===== config.mk =====
export PLATFORM = sky130hd
export DESIGN_NAME = frame_sequence_timer
export DESIGN_NICKNAME = d
export VERILOG_FILES = /design/src/fst_pkg.sv /design/src/fst_ctrl.sv /design/src/fst_dpath.sv /design/src/frame_sequence_timer.sv
export SDC_FILE = /design/constraint.sdc
export NUM_CORES = 2
export LEC_CHECK = 0
export BUFFER_PORTS_ARGS = -buffer_cell sky130_fd_sc_hd__buf_2
export CAP_MARGIN = 20
export CORE_AREA = 10 10 436 438
export DETAILED_ROUTE_END_ITERATION = 10
export DIE_AREA = 0 0 446 448
export PLACE_DENSITY_LB_ADDON = 0.05
export SYNTH_ARGS = -nofsm -noshare
export SYNTH_HDL_FRONTEND = slang
export SYNTH_SLANG_ARGS = --single-unit
export TNS_END_PERCENT = 100

===== constraint.sdc =====
create_clock -name clk -period 23.4 [get_ports clk]
set_clock_uncertainty 0.15 [all_clocks]
set_input_delay 2.34 -clock clk [delete_from_list [all_inputs] [get_ports clk]]
set_output_delay 2.34 -clock clk [all_outputs]
set_load 0.1 [all_outputs]

===== src/fst_pkg.sv =====
// Shared constants, beat types, codes and controller/datapath interface types.
package fst_pkg;

	localparam int MAX_FRAMES    = 64;
	localparam int DURATION_BITS = 16;
	localparam int LIMIT_FRAMES  = (MAX_FRAMES < 64) ? MAX_FRAMES : 64;

	localparam int OP_W       = 3;
	localparam int TIME_W     = 24;
	localparam int FRAME_W    = 6;
	localparam int IN_DUR_W   = 16;
	localparam int COUNT_W    = 7;
	localparam int SPEED_W    = 16;
	localparam int FRAC_BITS  = 8;
	localparam int CFG_IDX_W  = 2;
	localparam int CFG_DATA_W = 16;

	localparam int ADDR_W   = (MAX_FRAMES > 1) ? $clog2(MAX_FRAMES) : 1;
	localparam int PROD_W   = DURATION_BITS + SPEED_W;
	localparam int SH_W     = PROD_W - FRAC_BITS;
	localparam int TOTAL_W  = TIME_W + $clog2(LIMIT_FRAMES);
	localparam int DIVCNT_W = $clog2(TIME_W);

	localparam logic [TIME_W-1:0]     TIME_MAX         = '1;
	localparam logic [COUNT_W-1:0]    FRAME_COUNT_RST  = 7'd1;
	localparam logic [SPEED_W-1:0]    SPEED_RST        = 16'd256;
	localparam logic                  PAUSED_RST       = 1'b1;
	localparam logic [IN_DUR_W-1:0]   DEFAULT_DUR_RST  = 16'd1000;

	typedef enum logic [OP_W-1:0] {
		OP_TICK     = 3'd0,
		OP_BACKWARD = 3'd1,
		OP_JUMP     = 3'd2,
		OP_NEXT     = 3'd3,
		OP_PREV     = 3'd4,
		OP_WRITE    = 3'd5
	} op_t;

	typedef enum logic [CFG_IDX_W-1:0] {
		CFG_FRAME_COUNT  = 2'd0,
		CFG_SPEED        = 2'd1,
		CFG_PAUSED       = 2'd2,
		CFG_DEFAULT_DUR  = 2'd3
	} cfg_reg_t;

	typedef struct packed {
		logic [OP_W-1:0]     operation;
		logic [TIME_W-1:0]   amount;
		logic [FRAME_W-1:0]  frame_index;
		logic [IN_DUR_W-1:0] duration;
	} cmd_beat_t;

	typedef struct packed {
		logic [FRAME_W-1:0] current_frame;
		logic [TIME_W-1:0]  time_left;
	} res_beat_t;

	typedef enum logic [2:0] {
		ST_IDLE,
		ST_DECODE,
		ST_FETCH_RD,
		ST_FETCH_MUL,
		ST_USE,
		ST_TOTAL,
		ST_DIV,
		ST_FINISH
	} fsm_state_t;

	typedef enum logic [1:0] {
		PH_SELECT,
		PH_BACK,
		PH_WALK,
		PH_SUM
	} fetch_phase_t;

	typedef enum logic [3:0] {
		DP_NONE,
		DP_LOAD,
		DP_TICK_SHORT,
		DP_TICK_LONG,
		DP_SELECT,
		DP_MEM_WRITE,
		DP_USE_SELECT,
		DP_BACK_MOVE,
		DP_BACK_STAY,
		DP_SUM_CLEAR,
		DP_SUM_ACC,
		DP_DIV_INIT,
		DP_DIV_STEP,
		DP_WALK_STEP,
		DP_WALK_END,
		DP_FINISH
	} dp_action_t;

	typedef struct packed {
		dp_action_t action;
		logic       addr_sum;
	} ctrl_cmd_t;

	typedef struct packed {
		op_t  op;
		logic paused;
		logic amt_lt_rem;
		logic back_moves;
		logic total_valid;
		logic sum_last;
		logic left_ge_total;
		logic div_last;
		logic left_ge_sc;
		logic res_free;
	} dp_status_t;

endpackage


===== src/fst_ctrl.sv =====
// Sequencing state machine: issues one datapath action per cycle.
module fst_ctrl
	import fst_pkg::*;
(
	input  logic       clk,
	input  logic       arst_n,
	input  logic       cmd_valid,
	input  dp_status_t status,
	output ctrl_cmd_t  ctrl,
	output logic       busy
);

	fsm_state_t   state_q, state_d;
	fetch_phase_t phase_q, phase_d;

	always_ff @(posedge clk or negedge arst_n) begin
		if (!arst_n) begin
			state_q <= ST_IDLE;
			phase_q <= PH_SELECT;
		end else begin
			state_q <= state_d;
			phase_q <= phase_d;
		end
	end

	// next state
	always_comb begin
		state_d = state_q;
		phase_d = phase_q;
		case (state_q)
			ST_IDLE: begin
				if (cmd_valid) state_d = ST_DECODE;
			end
			ST_DECODE: begin
				case (status.op)
					OP_TICK: begin
						if (status.paused || status.amt_lt_rem) state_d = ST_FINISH;
						else state_d = ST_TOTAL;
					end
					OP_BACKWARD: begin
						state_d = ST_FETCH_RD;
						phase_d = PH_BACK;
					end
					OP_JUMP, OP_NEXT, OP_PREV: begin
						state_d = ST_FETCH_RD;
						phase_d = PH_SELECT;
					end
					default: state_d = ST_FINISH;
				endcase
			end
			ST_FETCH_RD:  state_d = ST_FETCH_MUL;
			ST_FETCH_MUL: state_d = ST_USE;
			ST_USE: begin
				case (phase_q)
					PH_SELECT: state_d = ST_FINISH;
					PH_BACK: begin
						if (status.back_moves) state_d = ST_TOTAL;
						else state_d = ST_FINISH;
					end
					PH_SUM: begin
						if (status.sum_last) state_d = ST_TOTAL;
						else state_d = ST_FETCH_RD;
					end
					PH_WALK: begin
						if (status.left_ge_sc) state_d = ST_FETCH_RD;
						else state_d = ST_FINISH;
					end
					default: state_d = ST_FINISH;
				endcase
			end
			ST_TOTAL: begin
				if (!status.total_valid) begin
					state_d = ST_FETCH_RD;
					phase_d = PH_SUM;
				end else if (status.left_ge_total) begin
					state_d = ST_DIV;
				end else begin
					state_d = ST_FETCH_RD;
					phase_d = PH_WALK;
				end
			end
			ST_DIV: begin
				if (status.div_last) begin
					state_d = ST_FETCH_RD;
					phase_d = PH_WALK;
				end
			end
			ST_FINISH: begin
				if (status.res_free) state_d = ST_IDLE;
			end
			default: state_d = ST_IDLE;
		endcase
	end

	// outputs
	always_comb begin
		ctrl.action   = DP_NONE;
		ctrl.addr_sum = (phase_q == PH_SUM);
		busy          = (state_q != ST_IDLE);
		case (state_q)
			ST_IDLE: begin
				if (cmd_valid) ctrl.action = DP_LOAD;
			end
			ST_DECODE: begin
				case (status.op)
					OP_TICK: begin
						if (status.paused) ctrl.action = DP_NONE;
						else if (status.amt_lt_rem) ctrl.action = DP_TICK_SHORT;
						else ctrl.action = DP_TICK_LONG;
					end
					OP_JUMP, OP_NEXT, OP_PREV: ctrl.action = DP_SELECT;
					OP_WRITE: ctrl.action = DP_MEM_WRITE;
					default: ctrl.action = DP_NONE;
				endcase
			end
			ST_USE: begin
				case (phase_q)
					PH_SELECT: ctrl.action = DP_USE_SELECT;
					PH_BACK: ctrl.action = status.back_moves ? DP_BACK_MOVE : DP_BACK_STAY;
					PH_SUM: ctrl.action = DP_SUM_ACC;
					PH_WALK: ctrl.action = status.left_ge_sc ? DP_WALK_STEP : DP_WALK_END;
					default: ctrl.action = DP_NONE;
				endcase
			end
			ST_TOTAL: begin
				if (!status.total_valid) ctrl.action = DP_SUM_CLEAR;
				else if (status.left_ge_total) ctrl.action = DP_DIV_INIT;
				else ctrl.action = DP_NONE;
			end
			ST_DIV: ctrl.action = DP_DIV_STEP;
			ST_FINISH: begin
				if (status.res_free) ctrl.action = DP_FINISH;
			end
			default: ctrl.action = DP_NONE;
		endcase
	end

endmodule


===== src/fst_dpath.sv =====
// Datapath: configuration, duration table, scaler, cycle total, modulo and result register.
module fst_dpath
	import fst_pkg::*;
(
	input  logic                  clk,
	input  logic                  arst_n,
	input  logic                  cfg_we,
	input  logic [CFG_IDX_W-1:0]  cfg_index,
	input  logic [CFG_DATA_W-1:0] cfg_data,
	input  cmd_beat_t             cmd,
	input  logic                  res_stall,
	input  ctrl_cmd_t             ctrl,
	output dp_status_t            status,
	output res_beat_t             res,
	output logic                  res_valid
);

	// configuration
	logic [COUNT_W-1:0]  frame_count_q;
	logic [SPEED_W-1:0]  speed_q;
	logic                paused_q;
	logic [IN_DUR_W-1:0] default_dur_q;

	// sequence state
	logic [FRAME_W-1:0] frame_q;
	logic [TIME_W-1:0]  rem_q;
	logic               total_valid_q;
	logic               res_valid_q;
	res_beat_t          res_q;

	// working registers
	op_t                 op_q;
	logic [TIME_W-1:0]   amt_q;
	logic [FRAME_W-1:0]  idx_q;
	logic [IN_DUR_W-1:0] dur_q;
	logic [TIME_W-1:0]   left_q;
	logic [TIME_W-1:0]   div_r_q;
	logic [DIVCNT_W-1:0] div_cnt_q;
	logic [FRAME_W-1:0]  sum_idx_q;
	logic [TOTAL_W-1:0]  total_q;

	logic [DURATION_BITS-1:0] dur_mem_q [MAX_FRAMES];
	logic [DURATION_BITS-1:0] rd_data_q;
	logic [PROD_W-1:0]        prod_q;

	logic [COUNT_W-1:0] n;
	logic [FRAME_W-1:0] n_m1;
	logic [FRAME_W-1:0] after_f, before_f, step_f, target_f, clamp_f;
	logic [SH_W-1:0]    shifted;
	logic [TIME_W-1:0]  sc;
	logic [TIME_W-1:0]  spent;
	logic [ADDR_W-1:0]  rd_addr;
	logic               fwd;
	logic [TIME_W:0]    trial;
	logic [TIME_W-1:0]  div_next;

	// frames in use: zero acts as one, clip at the table bound
	always_comb begin
		n = frame_count_q;
		if (n == '0) n = COUNT_W'(1);
		if (n > COUNT_W'(LIMIT_FRAMES)) n = COUNT_W'(LIMIT_FRAMES);
	end
	assign n_m1 = FRAME_W'(n - COUNT_W'(1));

	assign after_f  = ((COUNT_W'(frame_q) + COUNT_W'(1)) >= n) ? '0 : frame_q + FRAME_W'(1);
	assign before_f = (frame_q == '0) ? n_m1 : frame_q - FRAME_W'(1);
	assign clamp_f  = (COUNT_W'(frame_q) >= n) ? n_m1 : frame_q;
	assign fwd      = (op_q == OP_TICK);
	assign step_f   = fwd ? after_f : before_f;

	always_comb begin
		case (op_q)
			OP_JUMP: target_f = (COUNT_W'(idx_q) >= n) ? n_m1 : idx_q;
			OP_NEXT: target_f = after_f;
			OP_PREV: target_f = before_f;
			default: target_f = frame_q;
		endcase
	end

	// scaled duration: drop the fraction, saturate, hold to at least one
	assign shifted = prod_q[PROD_W-1:FRAC_BITS];
	always_comb begin
		if (shifted > SH_W'(TIME_MAX)) sc = TIME_MAX;
		else if (shifted == '0) sc = TIME_W'(1);
		else sc = TIME_W'(shifted);
	end

	assign spent = (rem_q >= sc) ? '0 : sc - rem_q;

	// one restoring remainder step
	assign trial    = {div_r_q, left_q[TIME_W-1]};
	assign div_next = (TOTAL_W'(trial) >= total_q) ?
		TIME_W'(TOTAL_W'(trial) - total_q) : TIME_W'(trial);

	assign rd_addr = ctrl.addr_sum ? ADDR_W'(sum_idx_q) : ADDR_W'(frame_q);

	// duration table and scaler pipeline
	always_ff @(posedge clk) begin
		if (ctrl.action == DP_MEM_WRITE && 32'(idx_q) < MAX_FRAMES) begin
			dur_mem_q[ADDR_W'(idx_q)] <=
				DURATION_BITS'((dur_q == '0) ? default_dur_q : dur_q);
		end
		rd_data_q <= dur_mem_q[rd_addr];
		prod_q    <= PROD_W'(rd_data_q) * PROD_W'(speed_q);
	end

	// architectural state
	always_ff @(posedge clk or negedge arst_n) begin
		if (!arst_n) begin
			frame_count_q <= FRAME_COUNT_RST;
			speed_q       <= SPEED_RST;
			paused_q      <= PAUSED_RST;
			default_dur_q <= DEFAULT_DUR_RST;
			frame_q       <= '0;
			rem_q         <= '0;
			total_valid_q <= 1'b0;
			res_valid_q   <= 1'b0;
		end else begin
			if (cfg_we) begin
				total_valid_q <= 1'b0;
				case (cfg_reg_t'(cfg_index))
					CFG_FRAME_COUNT: frame_count_q <= cfg_data[COUNT_W-1:0];
					CFG_SPEED:       speed_q       <= cfg_data[SPEED_W-1:0];
					CFG_PAUSED:      paused_q      <= cfg_data[0];
					CFG_DEFAULT_DUR: default_dur_q <= cfg_data[IN_DUR_W-1:0];
					default: ;
				endcase
			end
			if (ctrl.action == DP_FINISH) res_valid_q <= 1'b1;
			else if (!res_stall) res_valid_q <= 1'b0;
			case (ctrl.action)
				DP_LOAD:       frame_q <= clamp_f;
				DP_TICK_SHORT: rem_q <= rem_q - amt_q;
				DP_TICK_LONG:  frame_q <= after_f;
				DP_SELECT:     frame_q <= target_f;
				DP_MEM_WRITE:  total_valid_q <= 1'b0;
				DP_USE_SELECT: rem_q <= sc;
				DP_BACK_MOVE:  frame_q <= before_f;
				DP_BACK_STAY:  rem_q <= sc - (spent - amt_q);
				DP_SUM_ACC: begin
					if (sum_idx_q == n_m1) total_valid_q <= 1'b1;
				end
				DP_WALK_STEP:  frame_q <= step_f;
				DP_WALK_END:   rem_q <= fwd ? sc - left_q : left_q;
				default: ;
			endcase
		end
	end

	// working registers
	always_ff @(posedge clk) begin
		case (ctrl.action)
			DP_LOAD: begin
				op_q  <= op_t'(cmd.operation);
				amt_q <= cmd.amount;
				idx_q <= cmd.frame_index;
				dur_q <= cmd.duration;
			end
			DP_TICK_LONG: left_q <= amt_q - rem_q;
			DP_BACK_MOVE: left_q <= amt_q - spent;
			DP_SUM_CLEAR: begin
				total_q   <= '0;
				sum_idx_q <= '0;
			end
			DP_SUM_ACC: begin
				total_q   <= total_q + TOTAL_W'(sc);
				sum_idx_q <= sum_idx_q + FRAME_W'(1);
			end
			DP_DIV_INIT: begin
				div_r_q   <= '0;
				div_cnt_q <= '0;
			end
			DP_DIV_STEP: begin
				div_r_q   <= div_next;
				div_cnt_q <= div_cnt_q + DIVCNT_W'(1);
				if (div_cnt_q == DIVCNT_W'(TIME_W - 1)) left_q <= div_next;
				else left_q <= {left_q[TIME_W-2:0], 1'b0};
			end
			DP_WALK_STEP: left_q <= left_q - sc;
			DP_FINISH: begin
				res_q.current_frame <= frame_q;
				res_q.time_left     <= rem_q;
			end
			default: ;
		endcase
	end

	assign status.op            = op_q;
	assign status.paused        = paused_q;
	assign status.amt_lt_rem    = (amt_q < rem_q);
	assign status.back_moves    = (amt_q >= spent);
	assign status.total_valid   = total_valid_q;
	assign status.sum_last      = (sum_idx_q == n_m1);
	assign status.left_ge_total = (TOTAL_W'(left_q) >= total_q);
	assign status.div_last      = (div_cnt_q == DIVCNT_W'(TIME_W - 1));
	assign status.left_ge_sc    = (left_q >= sc);
	assign status.res_free      = !res_valid_q || !res_stall;

	assign res       = res_q;
	assign res_valid = res_valid_q;

endmodule


===== src/frame_sequence_timer.sv =====
// Top level of the frame sequence timer: controller and datapath.
//
// Command channel (cmd_valid, cmd_stall, cmd): one beat is one operation; a beat
// is taken at a clock edge with cmd_valid high and cmd_stall low. cmd_stall is
// high while an operation is in progress; exactly one operation runs at a time.
// Result channel (res_valid, res_stall, res): one beat per command beat giving
// the frame now shown and the scaled time left in it, in command order.
// Write, unknown codes, paused ticks and ticks inside the current frame go
// straight from decode to the result; jump, next, prev and a backward step
// inside the frame first read and scale one duration. A crossing tick and a
// crossing backward step add, for each further boundary, a table read, a 16x16
// scale multiply and a compare. Both also need the cycle total: after any
// configuration or duration write it is rebuilt first, with one table read and
// scale per frame in use; an amount beyond one whole cycle adds a remainder pass.
// A finished result sits in the output register; while res_stall is high the
// block holds it, takes one more command and holds that result back until the
// register is free, keeping cmd_stall high meanwhile. Reset (arst_n low) returns
// frame 0 with time 0 and the register defaults; the duration table holds
// nothing defined until written and is not cleared. Configuration writes (cfg_we,
// cfg_index, cfg_data) land at once; the user writes only while idle, unenforced.
module frame_sequence_timer
	import fst_pkg::*;
(
	input  logic                  clk,
	input  logic                  arst_n,
	input  logic                  cfg_we,
	input  logic [CFG_IDX_W-1:0]  cfg_index,
	input  logic [CFG_DATA_W-1:0] cfg_data,
	input  logic                  cmd_valid,
	output logic                  cmd_stall,
	input  cmd_beat_t             cmd,
	output logic                  res_valid,
	input  logic                  res_stall,
	output res_beat_t             res
);

	ctrl_cmd_t  ctrl;
	dp_status_t status;
	logic       busy;

	// sequencer: decides the next datapath action from the status flags
	fst_ctrl u_ctrl (
		.clk       (clk),
		.arst_n    (arst_n),
		.cmd_valid (cmd_valid),
		.status    (status),
		.ctrl      (ctrl),
		.busy      (busy)
	);

	// hold off new beats until the current operation has handed its result over
	assign cmd_stall = busy;

	fst_dpath u_dpath (
		.clk       (clk),
		.arst_n    (arst_n),
		.cfg_we    (cfg_we),
		.cfg_index (cfg_index),
		.cfg_data  (cfg_data),
		.cmd       (cmd),
		.res_stall (res_stall),
		.ctrl      (ctrl),
		.status    (status),
		.res       (res),
		.res_valid (res_valid)
	);

endmodule

==> impl_metrics.csv <==
group,metric,value,unit
die,initial_core_util,0.396,
sta,min_period_over_period,0.383,
clock_tree,cts.reportedPaths.clkPinSlew,0.06,ns
routing,drt_iter0_drc,3275,
placement,io_buffers,103,
status,status,"complete, no violations",
placement,dp_hpwl,155000,um
clock_tree,cts.sinks,1309,
synth,synthCells,5503,
die,die_y,448,um
grt,grt_pass1_vias,46499,
die,die_area,200000,sq um
synth,synth_area_per_cell,13.1,sq um
setup_path,startpoint_type,"flip-flop",
sta,tightest_slew,1.13,ns
sta,tns,0,ns
clock_tree,post_cts_buffers,0,
die,coreArea,182000,sq um
sta,final_max_slew_viol_count,0,
clock_tree,cts_tree,"yes",
setup_path,worst_ep_required_time,23.93,ns
routing,vias_per_cell,5.57,
sta,min_period,8.97,ns
synth,synth-compound-area-share,0.0965,
die,ios,104,
synth,synthMuxAreaShare,0.0913,
grt,gr-total-overflow,0,
routing,vias,45305,
grt,grt_util_all_layers,0.220,
clock_tree,insertion_delay,0.80,ns
grt,grt_max_degree,120,
synth,synth-edff-count,1192,
die,die_x,446,um
cells_and_area,syn2layout_area_growth,11.7,%
synth,yosysWarnings,0,
cells_and_area,regArea,38500,sq um
setup_path,critPathKind,"flip-flop to flip-flop",
routing,route.layer.met1.wl,88000,um
sta,finalHoldViolations,0,
synth,syn_nets,6164,
routing,drc,0,
sta,relSlewSlack,0.239,
synth,netlist_area,72000,sq um
grt,antenna_found_initial,6,
cells_and_area,layout-drive-gt1-share,0.145,
synth,synth.yosys.seq_area_share,0.535,
placement,place.gp.congestion,0.907,
clock_tree,clockBufferDepth,3,
cells_and_area,multi_input_area,31000,sq um
grt,grt_pass1_wl,323000,um
die,placementRows,157,
clock_tree,ctsResizeCount,0,
sta,rsz0062_at_grt,"false",
synth,synthFlopType,"edfxtp_1",
clock_tree,cts_root_buf,"clkbuf_16",
routing,wl_met3,7360,um
clock_tree,cts_buffers,151,
hold_path,hp-class,"flip-flop to flip-flop",
sta,fmax,112,MHz
routing,ant_nets,0,
synth,synth_fa_ha_area_frac,0.126,
synth,synth_top_family_by_area,"adder cells",
cells_and_area,fill_cells,16681,
sta,setup_viol,0,
synth,ys_async_sr_fraction,0.0588,
clock_tree,hold_buffers,0,
cells_and_area,layout.nets,6286,
synth,synth-simple-area-share,0.0875,
routing,routed_wl,223000,um
routing,first_pass_iters,6,
routing,highest-signal-layer,"met4",
setup_path,crit_fanout,24,
clock_tree,ctsHtreeMaxLevel,4,
synth,synth_xor_area_frac,0.0272,
setup_path,cp-end-kind,"flip-flop",
synth,synth_seq_cells,1309,
run,maxCapViolCount,0,
synth,ys_types,98,
setup_path,cp.arrival,9.50,ns
routing,met2_length,118000,um
routing,wl_per_cell,27.4,um
-- path summary, 6_finish.rpt --
path | startpoint | end | slack [ns] | depth (start not counted)
max in group asynchronous | arst_n | u_dpath.speed_q[7] | 20.50 | 2
max reg2reg | u_dpath.prod_q[15] | u_dpath.rem_q[15] | 14.43 | 26
min in group asynchronous | arst_n | u_ctrl.state_q[0] | 1.44 | 1
max | u_dpath.prod_q[15] | u_dpath.rem_q[15] | 14.43 | 26
min reg2reg | u_dpath.default_dur_q[2] | u_dpath.default_dur_q[2] | 0.36 | 1
min | u_dpath.default_dur_q[2] | u_dpath.default_dur_q[2] | 0.36 | 1
-- final cells by class --
type                       count  share of cell area
inverter                     415              0.0194
multi-input combinational   3512               0.386
clock inverter                77             0.00874
tap                         2385              0.0371
clock buffer                 189              0.0502
antenna                        6            0.000187
sequential                  1309               0.479
timing repair buffer         236              0.0197
-- cell families after synthesis --
logic type / after synthesis
xor+xnor: 224
compound gates: 1024
simple gates: 1344
buf+inv: 682
fa+ha+maj: 589
flops: 1309
mux: 331
-- routing by layer --
| layer | track usage | vias up |
|---|---|---|
| met5 | 0 | - |
| met4 | 0.0860 | 0 |
| met3 | 0.0266 | 318 |
| met2 | 0.405 | 926 |
| met1 | 0.261 | 23384 |
| li1 | - | 20677 |
-- worst max-delay path, stage by stage, from the launching register on --
cell and delay [ns]:
dfxtp_1 0.45, nor4_1 0.54, nand4_1 0.15, o21bai_1 0.41, inv_1 0.13, ha_1 0.24
fa_1 0.43, nor2b_1 0.25, o2111ai_1 0.16, a31oi_1 0.54, a2111oi_0 0.30, buf_4 0.22
nor2_2 0.20, buf_8 0.21, nand2_1 0.13, ha_1 0.39, a21oi_1 0.16, o21ai_0 0.21
a22oi_1 0.26, a31oi_1 0.28, o21ai_1 0.94, o2111ai_4 0.42, nand2b_4 0.32, nor2_4 0.76
a221o_1 0.28, a21oi_1 0.04, a311oi_1 0.22
-- cells in the final DEF (no fill, tap or decap), types with 25 or more instances in the layout --
cell type and instances:
a21o_1 86, nand2_1 500, nor3_1 61, buf_4 129, nor2_1 310, xor2_1 79
fa_1 224, o21a_1 43, o211ai_1 28, o21ai_0 158, nand2b_1 36, inv_1 414
and2_1 177, nand4_1 34, dfxtp_1 40, xnor2_1 145, nor4_1 25, buf_2 102
mux4_2 256, or3_1 25, clkbuf_16 154, clkbuf_1 30, dfrtp_1 68, ha_1 365
nor2b_1 31, a31oi_1 72, a21oi_1 237, a311oi_1 37, nand3_1 55, o21bai_1 38
a22oi_1 27, a211oi_1 112, clkinv_1 32, mux2_2 44, edfxtp_1 1192
-- through the flow --
| stage | instance area, sq um | std cells | hold slack (ns) | worst slack [ns] | util |
|---|---|---|---|---|---|
| floorplan | 72000 | 5503 | 0.297 | 15.85 | - |
| global placement | 75600 | 7855 | 0.338 | 14.14 | 0.416 |
| detailed placement | 75600 | 7855 | 0.350 | 13.99 | 0.416 |
| CTS | 80400 | 8121 | 0.364 | 13.92 | 0.442 |
| global route | 80400 | 8124 | 0.384 | 14.03 | 0.443 |
| finish | 80400 | 8129 | 0.364 | 14.43 | 0.443 |
-- cell usage after synthesis (72+ instances only) --
cell,count,area (sq um)
a21oi_1,238,1190
inv_1,414,1550
o21ai_0,158,791
nand2_1,500,1880
mux4_2,256,5770
clkbuf_1,195,732
a21o_1,102,766
edfxtp_1,1192,35800
a31oi_1,72,450
a211oi_1,112,841
and2_1,177,1110
ha_1,365,4570
xor2_1,79,692
fa_1,224,4480
xnor2_1,145,1270
nor2_1,322,1210
-- flip-flops by register name, indices dropped and copies added, names as in the netlist, 7 cells and up --
signal and flops:
u_dpath.dur_mem_q 1024, u_dpath.res 30, u_dpath.total_q 30, u_dpath.amt_q 24
u_dpath.div_r_q 24, u_dpath.left_q 24, u_dpath.prod_q 24, u_dpath.rem_q 24
u_dpath.default_dur_q 16, u_dpath.dur_q 16, u_dpath.rd_data_q 16, u_dpath.speed_q 16
u_dpath.frame_count_q 7
Power is left out: the tool's default activity adds up to more than one toggle a clock period on the data nets, which glitch-free logic cannot reach.
